## src/hw/rtl/xsr_pkg.sv

```systemverilog
// Shared constants, command codes and control structs of the xoshiro256** generator.
package xsr_pkg;

  // Splitmix64 constants used on reseed.
  localparam logic [63:0] GOLDEN_STEP = 64'h9e3779b97f4a7c15;
  localparam logic [63:0] MIX_MUL_A   = 64'hbf58476d1ce4e5b9;
  localparam logic [63:0] MIX_MUL_B   = 64'h94d049bb133111eb;

  // Field widths.
  localparam int KIND_W  = 2;
  localparam int BOUND_W = 63;
  localparam int WORD_W  = 64;

  // The fraction request drops this many low bits of a draw.
  localparam int FRAC_SHIFT = 11;

  // One remainder bit per step of the serial divider.
  localparam int DIV_STEPS = WORD_W;
  localparam int CNT_W     = $clog2(DIV_STEPS);

  // Request kinds.
  localparam logic [KIND_W-1:0] KIND_RESEED  = 2'd0;
  localparam logic [KIND_W-1:0] KIND_RAW     = 2'd1;
  localparam logic [KIND_W-1:0] KIND_FRAC    = 2'd2;
  localparam logic [KIND_W-1:0] KIND_BOUNDED = 2'd3;

  // Datapath operations issued by the controller.
  typedef enum logic [3:0] {
    OP_NONE,
    OP_CAPTURE,
    OP_SM_ADV,
    OP_MUL_LL,
    OP_MUL_LH,
    OP_MUL_HL,
    OP_SM_MIX,
    OP_SM_STORE,
    OP_DRAW,
    OP_DIV_LOAD_THR,
    OP_DIV_LOAD_DRAW,
    OP_DIV_STEP,
    OP_THR_SAVE,
    OP_OUT_LOAD
  } xsr_op_t;

  // Source of the result value.
  typedef enum logic [1:0] {
    RES_ZERO,
    RES_RAW,
    RES_FRAC,
    RES_REM
  } xsr_res_t;

  // Command bundle from controller to datapath.
  typedef struct packed {
    xsr_op_t    op;
    logic [1:0] word_idx;
    logic       mul_sel;
    xsr_res_t   res_sel;
    logic       err;
  } xsr_cmd_t;

  // Status bundle from datapath to controller.
  typedef struct packed {
    logic draw_lt_thr;
  } xsr_stat_t;

endpackage

```

## src/hw/rtl/xsr_if.sv

```systemverilog
// Request and result channel interfaces of the generator.
interface xsr_req_if
  import xsr_pkg::*;
();
  logic               valid;
  logic               ready;
  logic [KIND_W-1:0]  kind;
  logic [BOUND_W-1:0] bound;

  modport source (output valid, kind, bound, input ready);
  modport sink   (input valid, kind, bound, output ready);
endinterface

interface xsr_rsp_if
  import xsr_pkg::*;
();
  logic              valid;
  logic              ready;
  logic [WORD_W-1:0] value;
  logic              status;

  modport source (output valid, value, status, input ready);
  modport sink   (input valid, value, status, output ready);
endinterface

```

## src/hw/rtl/xsr_ctrl.sv

```systemverilog
// Controller state machine sequencing reseed, draws and the serial divider.
module xsr_ctrl
  import xsr_pkg::*;
(
  input  logic              clk,
  input  logic              rst_n,
  input  logic              in_valid,
  input  logic [KIND_W-1:0] in_kind,
  input  logic              in_bound_zero,
  output logic              in_ready,
  output logic              out_valid,
  input  logic              out_ready,
  input  xsr_stat_t         stat,
  output xsr_cmd_t          cmd
);

  typedef enum logic [3:0] {
    S_IDLE,
    S_ADV,
    S_MUL,
    S_MIX,
    S_STORE,
    S_DRAW,
    S_TLOAD,
    S_TDIV,
    S_TSAVE,
    S_CHECK,
    S_VLOAD,
    S_VDIV,
    S_FINISH
  } state_t;

  state_t            state_r;
  logic [1:0]        word_r;
  logic [1:0]        phase_r;
  logic              msel_r;
  logic [CNT_W-1:0]  cnt_r;
  logic [KIND_W-1:0] kind_r;
  logic              err_r;
  logic              init_r;
  logic              out_valid_r;

  logic in_fire;
  logic out_free;
  logic cnt_last;

  assign in_ready  = (state_r == S_IDLE);
  assign in_fire   = in_valid && in_ready;
  assign out_valid = out_valid_r;
  assign out_free  = !out_valid_r || out_ready;
  assign cnt_last  = (cnt_r == CNT_W'(DIV_STEPS - 1));

  // Command decode from the current state.
  always_comb begin
    cmd          = '0;
    cmd.op       = OP_NONE;
    cmd.word_idx = word_r;
    cmd.mul_sel  = msel_r;
    cmd.err      = err_r;
    cmd.res_sel  = RES_ZERO;
    case (kind_r)
      KIND_RAW:     cmd.res_sel = RES_RAW;
      KIND_FRAC:    cmd.res_sel = RES_FRAC;
      KIND_BOUNDED: cmd.res_sel = err_r ? RES_ZERO : RES_REM;
      default:      cmd.res_sel = RES_ZERO;
    endcase
    case (state_r)
      S_IDLE:   cmd.op = in_fire ? OP_CAPTURE : OP_NONE;
      S_ADV:    cmd.op = OP_SM_ADV;
      S_MUL: begin
        case (phase_r)
          2'd0:    cmd.op = OP_MUL_LL;
          2'd1:    cmd.op = OP_MUL_LH;
          default: cmd.op = OP_MUL_HL;
        endcase
      end
      S_MIX:    cmd.op = OP_SM_MIX;
      S_STORE:  cmd.op = OP_SM_STORE;
      S_DRAW:   cmd.op = OP_DRAW;
      S_TLOAD:  cmd.op = OP_DIV_LOAD_THR;
      S_TDIV:   cmd.op = OP_DIV_STEP;
      S_TSAVE:  cmd.op = OP_THR_SAVE;
      S_CHECK:  cmd.op = OP_NONE;
      S_VLOAD:  cmd.op = OP_DIV_LOAD_DRAW;
      S_VDIV:   cmd.op = OP_DIV_STEP;
      S_FINISH: cmd.op = out_free ? OP_OUT_LOAD : OP_NONE;
      default:  cmd.op = OP_NONE;
    endcase
  end

  // State and registered outputs. Reset runs the seed-zero expansion first.
  always_ff @(posedge clk) begin
    if (!rst_n) begin
      state_r     <= S_ADV;
      word_r      <= 2'd0;
      phase_r     <= 2'd0;
      msel_r      <= 1'b0;
      cnt_r       <= '0;
      kind_r      <= KIND_RESEED;
      err_r       <= 1'b0;
      init_r      <= 1'b1;
      out_valid_r <= 1'b0;
    end else begin
      // The result register empties when its beat is taken.
      if (out_valid_r && out_ready) begin
        out_valid_r <= 1'b0;
      end
      case (state_r)
        S_IDLE: begin
          if (in_fire) begin
            kind_r <= in_kind;
            err_r  <= 1'b0;
            word_r <= 2'd0;
            msel_r <= 1'b0;
            case (in_kind)
              KIND_RESEED: state_r <= S_ADV;
              KIND_RAW:    state_r <= S_DRAW;
              KIND_FRAC:   state_r <= S_DRAW;
              default: begin
                if (in_bound_zero) begin
                  err_r   <= 1'b1;
                  state_r <= S_FINISH;
                end else begin
                  state_r <= S_TLOAD;
                end
              end
            endcase
          end
        end
        S_ADV: begin
          phase_r <= 2'd0;
          state_r <= S_MUL;
        end
        S_MUL: begin
          if (phase_r == 2'd2) begin
            phase_r <= 2'd0;
            state_r <= msel_r ? S_STORE : S_MIX;
          end else begin
            phase_r <= phase_r + 2'd1;
          end
        end
        S_MIX: begin
          msel_r  <= 1'b1;
          state_r <= S_MUL;
        end
        S_STORE: begin
          msel_r <= 1'b0;
          if (word_r == 2'd3) begin
            word_r  <= 2'd0;
            init_r  <= 1'b0;
            state_r <= init_r ? S_IDLE : S_FINISH;
          end else begin
            word_r  <= word_r + 2'd1;
            state_r <= S_ADV;
          end
        end
        S_DRAW: begin
          state_r <= (kind_r == KIND_BOUNDED) ? S_CHECK : S_FINISH;
        end
        S_TLOAD: begin
          cnt_r   <= '0;
          state_r <= S_TDIV;
        end
        S_TDIV: begin
          cnt_r <= cnt_r + CNT_W'(1);
          if (cnt_last) begin
            state_r <= S_TSAVE;
          end
        end
        S_TSAVE: begin
          state_r <= S_DRAW;
        end
        S_CHECK: begin
          state_r <= stat.draw_lt_thr ? S_DRAW : S_VLOAD;
        end
        S_VLOAD: begin
          cnt_r   <= '0;
          state_r <= S_VDIV;
        end
        S_VDIV: begin
          cnt_r <= cnt_r + CNT_W'(1);
          if (cnt_last) begin
            state_r <= S_FINISH;
          end
        end
        S_FINISH: begin
          if (out_free) begin
            out_valid_r <= 1'b1;
            state_r     <= S_IDLE;
          end
        end
        default: state_r <= S_IDLE;
      endcase
    end
  end

endmodule

```

## src/hw/rtl/xsr_dp.sv

```systemverilog
// Datapath: generator words, splitmix mixer, shared multiplier, serial divider, result register.
module xsr_dp
  import xsr_pkg::*;
(
  input  logic               clk,
  input  logic               rst_n,
  input  logic               cfg_we,
  input  logic [WORD_W-1:0]  cfg_wdata,
  input  logic [BOUND_W-1:0] in_bound,
  input  xsr_cmd_t           cmd,
  output xsr_stat_t          stat,
  output logic [WORD_W-1:0]  out_value,
  output logic               out_status
);

  logic [WORD_W-1:0]  seed_r;
  logic [WORD_W-1:0]  acc_r;
  logic [WORD_W-1:0]  z_r;
  logic [WORD_W-1:0]  prod_r;
  logic [WORD_W-1:0]  words_r [4];
  logic [WORD_W-1:0]  draw_r;
  logic [WORD_W-1:0]  dvd_r;
  logic [BOUND_W-1:0] rem_r;
  logic [BOUND_W-1:0] thr_r;
  logic [BOUND_W-1:0] bound_r;
  logic [WORD_W-1:0]  value_r;
  logic               status_r;

  logic [WORD_W-1:0]   acc_nxt;
  logic [WORD_W-1:0]   mconst;
  logic [31:0]         mul_a;
  logic [31:0]         mul_b;
  logic [WORD_W-1:0]   mp;
  logic [WORD_W-1:0]   t5;
  logic [WORD_W-1:0]   rot;
  logic [WORD_W-1:0]   draw_nxt;
  logic [WORD_W-1:0]   n0;
  logic [WORD_W-1:0]   n1;
  logic [WORD_W-1:0]   n2;
  logic [WORD_W-1:0]   n3;
  logic [WORD_W-1:0]   rem_sh;
  logic [WORD_W:0]     rem_diff;
  logic [WORD_W-1:0]   value_nxt;

  // Seed register, written only through the configuration port.
  always_ff @(posedge clk) begin
    if (!rst_n) begin
      seed_r <= '0;
    end else if (cfg_we) begin
      seed_r <= cfg_wdata;
    end
  end

  // Shared 32x32 multiplier; a 64-bit low product takes three partial products.
  assign acc_nxt = acc_r + GOLDEN_STEP;
  assign mconst  = cmd.mul_sel ? MIX_MUL_B : MIX_MUL_A;
  assign mul_a   = (cmd.op == OP_MUL_HL) ? z_r[63:32] : z_r[31:0];
  assign mul_b   = (cmd.op == OP_MUL_LH) ? mconst[63:32] : mconst[31:0];
  assign mp      = mul_a * mul_b;

  // xoshiro256** output and state update, from multiplies by 5 and 9 as shifts and adds.
  assign t5       = words_r[1] + (words_r[1] << 2);
  assign rot      = {t5[56:0], t5[63:57]};
  assign draw_nxt = rot + (rot << 3);
  assign n2       = words_r[2] ^ words_r[0];
  assign n3       = words_r[3] ^ words_r[1];
  assign n1       = words_r[1] ^ n2;
  assign n0       = words_r[0] ^ n3;

  // One restoring step of the remainder: bring down a bit, subtract if it fits.
  assign rem_sh   = {rem_r, dvd_r[WORD_W-1]};
  assign rem_diff = {1'b0, rem_sh} - {2'b00, bound_r};

  assign stat.draw_lt_thr = (draw_r < {1'b0, thr_r});

  // Result value selection.
  always_comb begin
    case (cmd.res_sel)
      RES_RAW:  value_nxt = draw_r;
      RES_FRAC: value_nxt = {{FRAC_SHIFT{1'b0}}, draw_r[WORD_W-1:FRAC_SHIFT]};
      RES_REM:  value_nxt = {1'b0, rem_r};
      default:  value_nxt = '0;
    endcase
  end

  // Splitmix accumulator; cleared by reset so the power-up expansion uses seed zero.
  always_ff @(posedge clk) begin
    if (!rst_n) begin
      acc_r <= '0;
    end else if (cmd.op == OP_CAPTURE) begin
      acc_r <= seed_r;
    end else if (cmd.op == OP_SM_ADV) begin
      acc_r <= acc_nxt;
    end
  end

  // Payload registers driven by the command.
  always_ff @(posedge clk) begin
    case (cmd.op)
      OP_CAPTURE: begin
        bound_r <= in_bound;
      end
      OP_SM_ADV: begin
        z_r <= acc_nxt ^ (acc_nxt >> 30);
      end
      OP_MUL_LL: begin
        prod_r <= mp;
      end
      OP_MUL_LH, OP_MUL_HL: begin
        prod_r <= {prod_r[63:32] + mp[31:0], prod_r[31:0]};
      end
      OP_SM_MIX: begin
        z_r <= prod_r ^ (prod_r >> 27);
      end
      OP_SM_STORE: begin
        words_r[cmd.word_idx] <= prod_r ^ (prod_r >> 31);
      end
      OP_DRAW: begin
        draw_r     <= draw_nxt;
        words_r[0] <= n0;
        words_r[1] <= n1;
        words_r[2] <= n2 ^ (words_r[1] << 17);
        words_r[3] <= {n3[18:0], n3[63:19]};
      end
      OP_DIV_LOAD_THR: begin
        // The threshold is (2^64 - bound) mod bound.
        dvd_r <= '0 - {1'b0, bound_r};
        rem_r <= '0;
      end
      OP_DIV_LOAD_DRAW: begin
        dvd_r <= draw_r;
        rem_r <= '0;
      end
      OP_DIV_STEP: begin
        dvd_r <= dvd_r << 1;
        rem_r <= rem_diff[WORD_W] ? rem_sh[BOUND_W-1:0] : rem_diff[BOUND_W-1:0];
      end
      OP_THR_SAVE: begin
        thr_r <= rem_r;
      end
      OP_OUT_LOAD: begin
        value_r  <= value_nxt;
        status_r <= cmd.err;
      end
      default: begin
      end
    endcase
  end

  assign out_value  = value_r;
  assign out_status = status_r;

endmodule

```

## src/hw/rtl/xoshiro_prng_bounded.sv

```systemverilog
// A reseed expands four splitmix words, sharing one 32x32 multiplier.
// Bounded draws run two 64-step serial remainders and draw again after each rejection.
// Throughput: one item at a time; a new beat is taken while the last result waits.
// Reset (synchronous, rst_n low) clears the seed to zero, then expands it into the
// generator words before the first request is taken.
module xoshiro_prng_bounded
  import xsr_pkg::*;
(
  input  logic              clk,
  input  logic              rst_n,
  xsr_req_if.sink           in_chan,
  xsr_rsp_if.source         out_chan,
  input  logic              cfg_we,
  input  logic [WORD_W-1:0] cfg_wdata
);

  xsr_cmd_t  cmd;
  xsr_stat_t stat;
  logic      bound_zero;

  assign bound_zero = (in_chan.bound == '0);

  // Sequencer.
  xsr_ctrl u_ctrl (
    .clk           (clk),
    .rst_n         (rst_n),
    .in_valid      (in_chan.valid),
    .in_kind       (in_chan.kind),
    .in_bound_zero (bound_zero),
    .in_ready      (in_chan.ready),
    .out_valid     (out_chan.valid),
    .out_ready     (out_chan.ready),
    .stat          (stat),
    .cmd           (cmd)
  );

  // Arithmetic and storage.
  xsr_dp u_dp (
    .clk        (clk),
    .rst_n      (rst_n),
    .cfg_we     (cfg_we),
    .cfg_wdata  (cfg_wdata),
    .in_bound   (in_chan.bound),
    .cmd        (cmd),
    .stat       (stat),
    .out_value  (out_chan.value),
    .out_status (out_chan.status)
  );

  // An accepted beat keeps the block busy for at least the next cycle.
  a_busy_after_accept: assert property (@(posedge clk) disable iff (!rst_n)
    (in_chan.valid && in_chan.ready) |=> !in_chan.ready)
    else $error("input accepted while the previous item was still in progress");

  // The result register is never overwritten while a beat is waiting in it.
  a_no_overwrite: assert property (@(posedge clk) disable iff (!rst_n)
    (cmd.op == OP_OUT_LOAD) |-> (!out_chan.valid || out_chan.ready))
    else $error("result register loaded over an untaken result");

  // An error result carries a zero value.
  a_err_zero: assert property (@(posedge clk) disable iff (!rst_n)
    (out_chan.valid && out_chan.status) |-> (out_chan.value == '0))
    else $error("error result with a nonzero value");

  // A reseed request is checked not to finish too early after its accept.
  a_reseed_len: assert property (@(posedge clk) disable iff (!rst_n)
    (in_chan.valid && in_chan.ready && (in_chan.kind == KIND_RESEED)) |=> ##3 !in_chan.ready)
    else $error("reseed finished too early");

endmodule
```

## src/flat_wrapper.sv

```systemverilog
// flat-port wrapper written by rule: the top's interface ports become plain ports
module xoshiro_prng_bounded_flat import xsr_pkg::*;
  (clk, rst_n, cfg_we, cfg_wdata, in_chan_valid, in_chan_kind, in_chan_bound, in_chan_ready, out_chan_valid, out_chan_value, out_chan_status, out_chan_ready);
  xsr_req_if in_chan_i ();
  xsr_rsp_if out_chan_i ();
  input  logic clk;
  input  logic rst_n;
  input  logic cfg_we;
  input  logic [WORD_W-1:0] cfg_wdata;
  input wire logic [$bits(in_chan_i.valid)-1:0] in_chan_valid;
  input wire logic [$bits(in_chan_i.kind)-1:0] in_chan_kind;
  input wire logic [$bits(in_chan_i.bound)-1:0] in_chan_bound;
  output wire logic [$bits(in_chan_i.ready)-1:0] in_chan_ready;
  output wire logic [$bits(out_chan_i.valid)-1:0] out_chan_valid;
  output wire logic [$bits(out_chan_i.value)-1:0] out_chan_value;
  output wire logic [$bits(out_chan_i.status)-1:0] out_chan_status;
  input wire logic [$bits(out_chan_i.ready)-1:0] out_chan_ready;
  assign in_chan_i.valid = in_chan_valid;
  assign in_chan_i.kind = in_chan_kind;
  assign in_chan_i.bound = in_chan_bound;
  assign in_chan_ready = in_chan_i.ready;
  assign out_chan_valid = out_chan_i.valid;
  assign out_chan_value = out_chan_i.value;
  assign out_chan_status = out_chan_i.status;
  assign out_chan_i.ready = out_chan_ready;
  xoshiro_prng_bounded u_core (.clk(clk), .rst_n(rst_n), .in_chan(in_chan_i), .out_chan(out_chan_i), .cfg_we(cfg_we), .cfg_wdata(cfg_wdata));
endmodule
```

## config.mk

```make
export PLATFORM = sky130hd
export DESIGN_NAME = xoshiro_prng_bounded_flat
export DESIGN_NICKNAME = d
export VERILOG_FILES = /design/src/hw/rtl/xsr_pkg.sv /design/src/hw/rtl/xsr_if.sv /design/src/hw/rtl/xsr_ctrl.sv /design/src/hw/rtl/xsr_dp.sv /design/src/hw/rtl/xoshiro_prng_bounded.sv /design/src/flat_wrapper.sv
export SDC_FILE = /design/constraint.sdc
export NUM_CORES = 2
export LEC_CHECK = 0
export BUFFER_PORTS_ARGS = -buffer_cell sky130_fd_sc_hd__buf_4
export CAP_MARGIN = 20
export CORE_MARGIN = 2
export CORE_UTILIZATION = 45
export CTS_BUF_LIST = sky130_fd_sc_hd__clkbuf_8
export DETAILED_ROUTE_END_ITERATION = 8
export GPL_TIMING_DRIVEN = 0
export PLACE_DENSITY = 0.66
export SYNTH_ARGS = -nofsm -noshare
export SYNTH_HDL_FRONTEND = slang
export SYNTH_SLANG_ARGS = --single-unit
```

## constraint.sdc

```tcl
create_clock -name clk -period 22.7 [get_ports clk]
set_input_delay 4.54 -clock clk [delete_from_list [all_inputs] [get_ports clk]]
set_output_delay 4.54 -clock clk [all_outputs]
set_load 0.02 [all_outputs]
```

Word-level counts from Yosys, hierarchy flattened. Memory sizes are Yosys's and may differ from the RTL's. Index checks and enable logic that the tools add are counted.

$add $sub $neg: 9. Multipliers: 1. $lt $le $gt $ge: 1. Equal/unequal tests: 42. Muxes and demuxes: 50. Bitwise gates (word level): 9. Reductions and logical operators: 31.

Operator list (count): $pmux 64 s3 (2); $xor 64x64->64 (5); $pmux 64 s2 (2); $mux 64 (3); $add 64x64->64 (2); $pmux 63 s2 (1); $sub 64x63->65 (1); $add 64x64->64 const B (1); $lt 64x63->1 (1); $mul 32x32->64 (1); $mux 32 (2); $reduce_or 64->1 (1); $sub 1x63->64 const A (1); $xor 64x33->64 (1); $xor 64x34->64 (1); $xor 64x37->64 (1); $logic_not 63->1 (1); $mux 63 (1); $mux 62 (1); $pmux 4 s12 (1); $eq 4x4->1 const B (11); $pmux 4 s11 (1); $mux 4 (10); $add 32x32->32 (1); other kinds (31) (90).

Bits in registers: 658. Bits in writable memories: 256. Bits of input ports: 134. Output and inout bits: 67. Word-level logic and storage cells: 165. Memories: 1.

Memories: u_core.u_dp.words_r (depth 4, width 64, rd ports 4, clocked after Yosys merged registers in 0, write ports 4, RTL line xsr_dp.sv:20) `logic [WORD_W-1:0] words_r [4];`.

Depth between registers and ports, before layout.
Depth after elaboration: 9. Gate-level depth with buffers: 50. Mapped depth without buffers: 46.

Hierarchy. A second synthesis with hierarchy kept.

Cells, all modules: 8752. Area, all modules: 86880.8 um2.

Modules (own cells, without submodules): xsr_dp (instances 1, cells an instance 8547, area an instance 85304.3 um2, sequential area each 25564.5 um2); xsr_ctrl (instances 1, cells an instance 184, area an instance 1433.9 um2, sequential area each 400.4 um2); xoshiro_prng_bounded (instances 1, cells an instance 21, area an instance 142.6 um2, sequential area each 0.0 um2).

Least setup slack after synthesis. Ideal clock, no wire load.

Kind: in2reg. From: input out_chan_ready. To: register u_core.u_dp.prod_r[62], data pin. Library setup time: 268 ps. Arrival: 17353 ps. Required time: 22432 ps. Slack: 5079 ps. Cell stages on the path: 40. Buffers on the path: 4. Path through: nor2b_1 nor2_1 nor4_1 nor2_1 clkbuf_1 buf_1 mux2i_1 clkbuf_1 inv_1 nand2_1 inv_1 fa_1 fa_1 fa_1 inv_1 fa_1 inv_1 fa_1 [... 4 more ...] inv_1 fa_1 inv_1 ha_1 clkbuf_1 nand2_1 or3_1 o31ai_1 xor2_1 ha_1 and2_1 a31o_2 a211oi_1 o311ai_0 a21oi_1 o21a_1 xor2_1 mux2i_1.

Longest elaborated chain between the ends: 8. Elaborated cells on any way between the ends: 12. Those cells by class: add/sub (1); mul (1); eq/ne (3); mux (5); reduce/logical (2).

Ends and longest elaborated chain: from (decl) (RTL line flat_wrapper.sv:17) `input wire logic [$bits(out_chan_i.ready)-1:0] out_chan_ready;`; $logic_or 1x1->1 * (RTL line xsr_ctrl.sv:50) `assign out_free = !out_valid_r || out_ready;`; $mux 4 * (RTL line xsr_ctrl.sv:86) `S_FINISH: cmd.op = out_free ? OP_OUT_LOAD : OP_NONE;`; $pmux 4 s11 * (RTL line xsr_ctrl.sv:67) `case (state_r)`; $eq 4x3->1 (on tied branches) (RTL line xsr_dp.sv:57, xsr_dp.sv:99, xsr_dp.sv:58); $mux 32 (on tied branches) (RTL line xsr_dp.sv:57, xsr_dp.sv:58); $mul 32x32->64 (RTL line xsr_dp.sv:59) `assign mp = mul_a * mul_b;`; $add 32x32->32 (RTL line xsr_dp.sv:110) `prod_r <= {prod_r[63:32] + mp[31:0], prod_r[31:0]};`; $pmux 64 s2 * (RTL line xsr_dp.sv:99) `case (cmd.op)`; to (signal assigned) (RTL line xsr_dp.sv:107) `prod_r <= mp;`; to (signal assigned) (RTL line xsr_dp.sv:110); to (decl) (RTL line xsr_dp.sv:19) `logic [WORD_W-1:0] prod_r;`.

Every way passes the cells marked *; elsewhere a longest branch is shown, timed or not. The select of a mux whose other input is x is not followed. A chain may end at the register's enable or synchronous reset.

Worst setup path after layout.
From: input in_chan_valid. To: register u_core.u_dp.prod_r[62], data pin.

Longest elaborated chain between the ends: 8. Elaborated cells on any way between the ends: 12. Those cells by class: add/sub (1); mul (1); eq/ne (3); mux (5); reduce/logical (2).

Ends and longest elaborated chain: from (decl) (RTL line flat_wrapper.sv:10) `input wire logic [$bits(in_chan_i.valid)-1:0] in_chan_valid;`; $logic_and 1x1->1 * (RTL line xsr_ctrl.sv:48) `assign in_fire = in_valid && in_ready;`; $mux 1 * (RTL line xsr_ctrl.sv:68) `S_IDLE: cmd.op = in_fire ? OP_CAPTURE : OP_NONE;`; $pmux 4 s11 * (RTL line xsr_ctrl.sv:67); $eq 4x3->1 (on tied branches) (RTL line xsr_dp.sv:57, xsr_dp.sv:99, xsr_dp.sv:58); $mux 32 (on tied branches) (RTL line xsr_dp.sv:57, xsr_dp.sv:58); $mul 32x32->64 (RTL line xsr_dp.sv:59); $add 32x32->32 (RTL line xsr_dp.sv:110); $pmux 64 s2 * (RTL line xsr_dp.sv:99).

Marked as above.

==> impl_metrics.json <==
{
  "outcome": "finished clean",
  "required_ns": 23.38,
  "post-dp-hpwl_mm": 252,
  "io_buffers": 198,
  "routabilityCongestion": 1.03,
  "fmax_ghz": 0.0533,
  "timing.rr.start": "u_core.u_ctrl.state_r[0]$_SDFFE_PN1P_",
  "drcViolationCount": 0,
  "gr-usage-met3_pct": 5.27,
  "grt_remaining_overflow": 0,
  "syn_avg_cell_area_um2": 9.70,
  "use_met1_pct": 42.5,
  "pin_count": 201,
  "fin_area_um2": 94000,
  "die_x_um": 440,
  "drt_iter0_drc": 7649,
  "antenna_found_initial": 9,
  "max-clock-path-buffers": 3,
  "cts_made_buffers": 153,
  "htreeDepth": 4,
  "drive_gt1_share_pct": 5.79,
  "root_buffer": "clkbuf_8",
  "synth-main-ff-cell": "edfxtp_1",
  "critical_path.max_fanout": 12,
  "cp.arrival_ns": 19.45,
  "cp_slowest_stage_delay_ns": 0.79,
  "dieArea_um2": 194000,
  "hp-start": "u_core.u_ctrl.init_r$_SDFFE_PN1P_",
  "vias_per_cell": 5.83,
  "synthCells": 8839,
  "fillers": 17700,
  "yosys.cell_count.top_type": "inv_1",
  "endpoint_kind": "register",
  "r2r_end": "u_core.u_dp.prod_r[62]$_DFFE_PP_",
  "ctsResizeCount": 0,
  "grt_pass1_wl_mm": 451,
  "worstSetupStartpointType": "input port",
  "cts_tree": "done",
  "vias": 69200,
  "register_area_um2": 26000,
  "synthArstFlopShare_pct": 0,
  "slew_viol_final": 0,
  "worst_slew_pin_slew_ns": 1.25,
  "synth_common_cells": "inv_1, fa_1, edfxtp_1, nand2_1",
  "cts_hold_buf": 0,
  "holdPathEnd": "u_core.u_ctrl.init_r$_SDFFE_PN1P_",
  "synth-warning-count": 0,
  "core-area_um2": 190000,
  "initial_core_util_pct": 45.2,
  "timing.hold.ws_ns": 0.462,
  "fp-row-count": 160,
  "netlist_area_um2": 85700,
  "relSlewSlack_pct": 16.7,
  "wirelength_mm": 307,
  "path_clk_slew_ns": 0.07,
  "grt_pass1_vias": 69100,
  "ys_seq_elements": 914,
  "worstSetupPathType": "in -> reg",
  "synth.area.top_cells": "edfxtp_1, fa_1, ha_1",
  "final-setup-viol-count": 0,
  "hold_class": "reg -> reg",
  "finalCriticalPeriod_ns": 18.77,
  "yosysTopAreaCellShare_pct": 26.8,
  "place_inst": 11600,
  "grt-busiest-layer": "met2",
  "clk_latency_ns": 0.95,
  "hold_violations": 0,
  "seq_area_frac_synth_pct": 30.3,
  "rsz0062_at_grt": "false",
  "wl_per_cell_um": 25.9,
  "synth_top_cell_by_area": "edfxtp_1",
  "nNetsFinal": 10800,
  "worst_r2r_path_depth": 42,
  "firstDrtPassIters": 8,
  "syn2layout_area_growth_pct": 9.68,
  "skew_ns": 0.0515,
  "track_usage_pct": 31.4,
  "postCtsSetupBuffers": 0,
  "period_share_pct": 82.7,
  "syn-num-nets": 10400,
  "ant_nets": 0,
  "place_area_um2": 91000,
  "stdcell_count": 11900,
  "reg2reg_setup_slack_ns": 6.60,
  "die_h_um": 440,
  "hold_path_depth": 2,
  "multiInputGateArea_um2": 53900,
  "synth.distinct_cells": 89,
  "use_met2_pct": 49.1,
  "clock-sinks": 914,
  "slowest_stage": "clkbuf_1",
  "max-cap-violations": 0,
  "synth_edf_count": 766,
  "grt_max_degree": 66
}
-- worst max-delay path: cells and delay by family --
family	cells	cell delay [ns]
AOI/OAI and AO/OA	6	1.83
xor gates and xnor gates	2	0.75
adders and majority gates	11	5.44
buffers and inverters	15	4.09
muxes	1	0.09
and+or+nand+nor	7	2.64
-- sequential cells by signal, indices dropped and copies added, names as in the netlist, 4 cells and up --
name	flops
u_core.u_dp.draw_r	64
u_core.u_ctrl.state_r	4
u_core.u_dp.bound_r	63
u_core.u_dp.out_value	64
u_core.u_dp.z_r	64
u_core.u_dp.seed_r	64
u_core.u_dp.acc_r	64
u_core.u_dp.prod_r	64
u_core.u_dp.rem_r	63
u_core.u_dp.dvd_r	64
u_core.u_dp.thr_r	63
u_core.u_dp.words_r	256
u_core.u_ctrl.cnt_r	6
-- kinds of logic after synthesis --
family                   count (synthesis)  synth area share [%]
AND/OR/NAND/NOR                       2134                  11.6
AO/OA/AOI/OAI                         1859                  13.3
buffers and inverters                 1579                  6.92
adder cells (fa/ha/maj)               1447                  28.4
flip-flops                             914                  30.3
XOR/XNOR                               801                  8.25
multiplexers                           105                  1.24
-- how the worst max path moves through the flow --
stage / from / cells past startpoint / to / slack, ns
after CTS: in_chan_valid / 42 / u_core.u_dp.prod_r[62]$_DFFE_PP_ / 4.52
after floorplan: out_chan_ready / 40 / u_core.u_dp.prod_r[62]$_DFFE_PP_ / 5.08
after global routing: in_chan_valid / 42 / u_core.u_dp.prod_r[62]$_DFFE_PP_ / 3.77
after detailed placement: in_chan_valid / 42 / u_core.u_dp.prod_r[62]$_DFFE_PP_ / 3.55
final: in_chan_valid / 42 / u_core.u_dp.prod_r[62]$_DFFE_PP_ / 3.93
after global placement: out_chan_ready / 41 / u_core.u_dp.prod_r[62]$_DFFE_PP_ / -1.30
-- layout make-up --
class,instances,share of cell area (%)
multi-input combinational,6346,57.3
sequential,914,27.6
inverter,1221,4.88
tap,2511,3.34
clock buffer,162,2.37
timing repair buffer,236,2.22
buffer,358,1.44
clock inverter,112,0.773
antenna,9,0.0240
-- cell usage in the layout (no fill, tap or decap), types with 32 or more instances in the layout --
cell type,count
a211oi_1,39
a21o_1,221
a21oi_1,501
a221oi_1,39
a22oi_1,78
a31oi_1,50
and2_1,94
and3_1,62
buf_4,206
clkbuf_1,331
clkbuf_8,162
dfxtp_1,148
edfxtp_1,766
fa_1,826
ha_1,621
inv_1,1269
mux2i_1,91
nand2_1,687
nand2b_1,73
nand3_1,98
nand4_1,69
nor2_1,619
nor2b_1,120
nor3_1,104
nor4_1,47
o21a_1,39
o21ai_0,586
o21bai_1,49
o22ai_1,42
or2_2,58
or3_1,32
xnor2_1,482
xor2_1,315
-- metrics by stage --
stage                     TNS (ns)  setup WS (ns)  util (%)
after floorplan                  0           5.08         -
after global placement      -13.51          -1.30      47.6
after detailed placement         0           3.55      48.0
after CTS                        0           4.52      49.5
after global routing             0           3.77      49.5
final                            0           3.93      49.5
-- layer usage --
layer	vias to the layer above	share of wire [%]
li1	30700	-
met1	34300	41
met2	3464	45
met3	677	9.0
met4	4	5.5
met5	-	0.0088
Power is left out: the tool's default activity adds up to more than one toggle a clock period on the data nets, which glitch-free logic cannot reach.
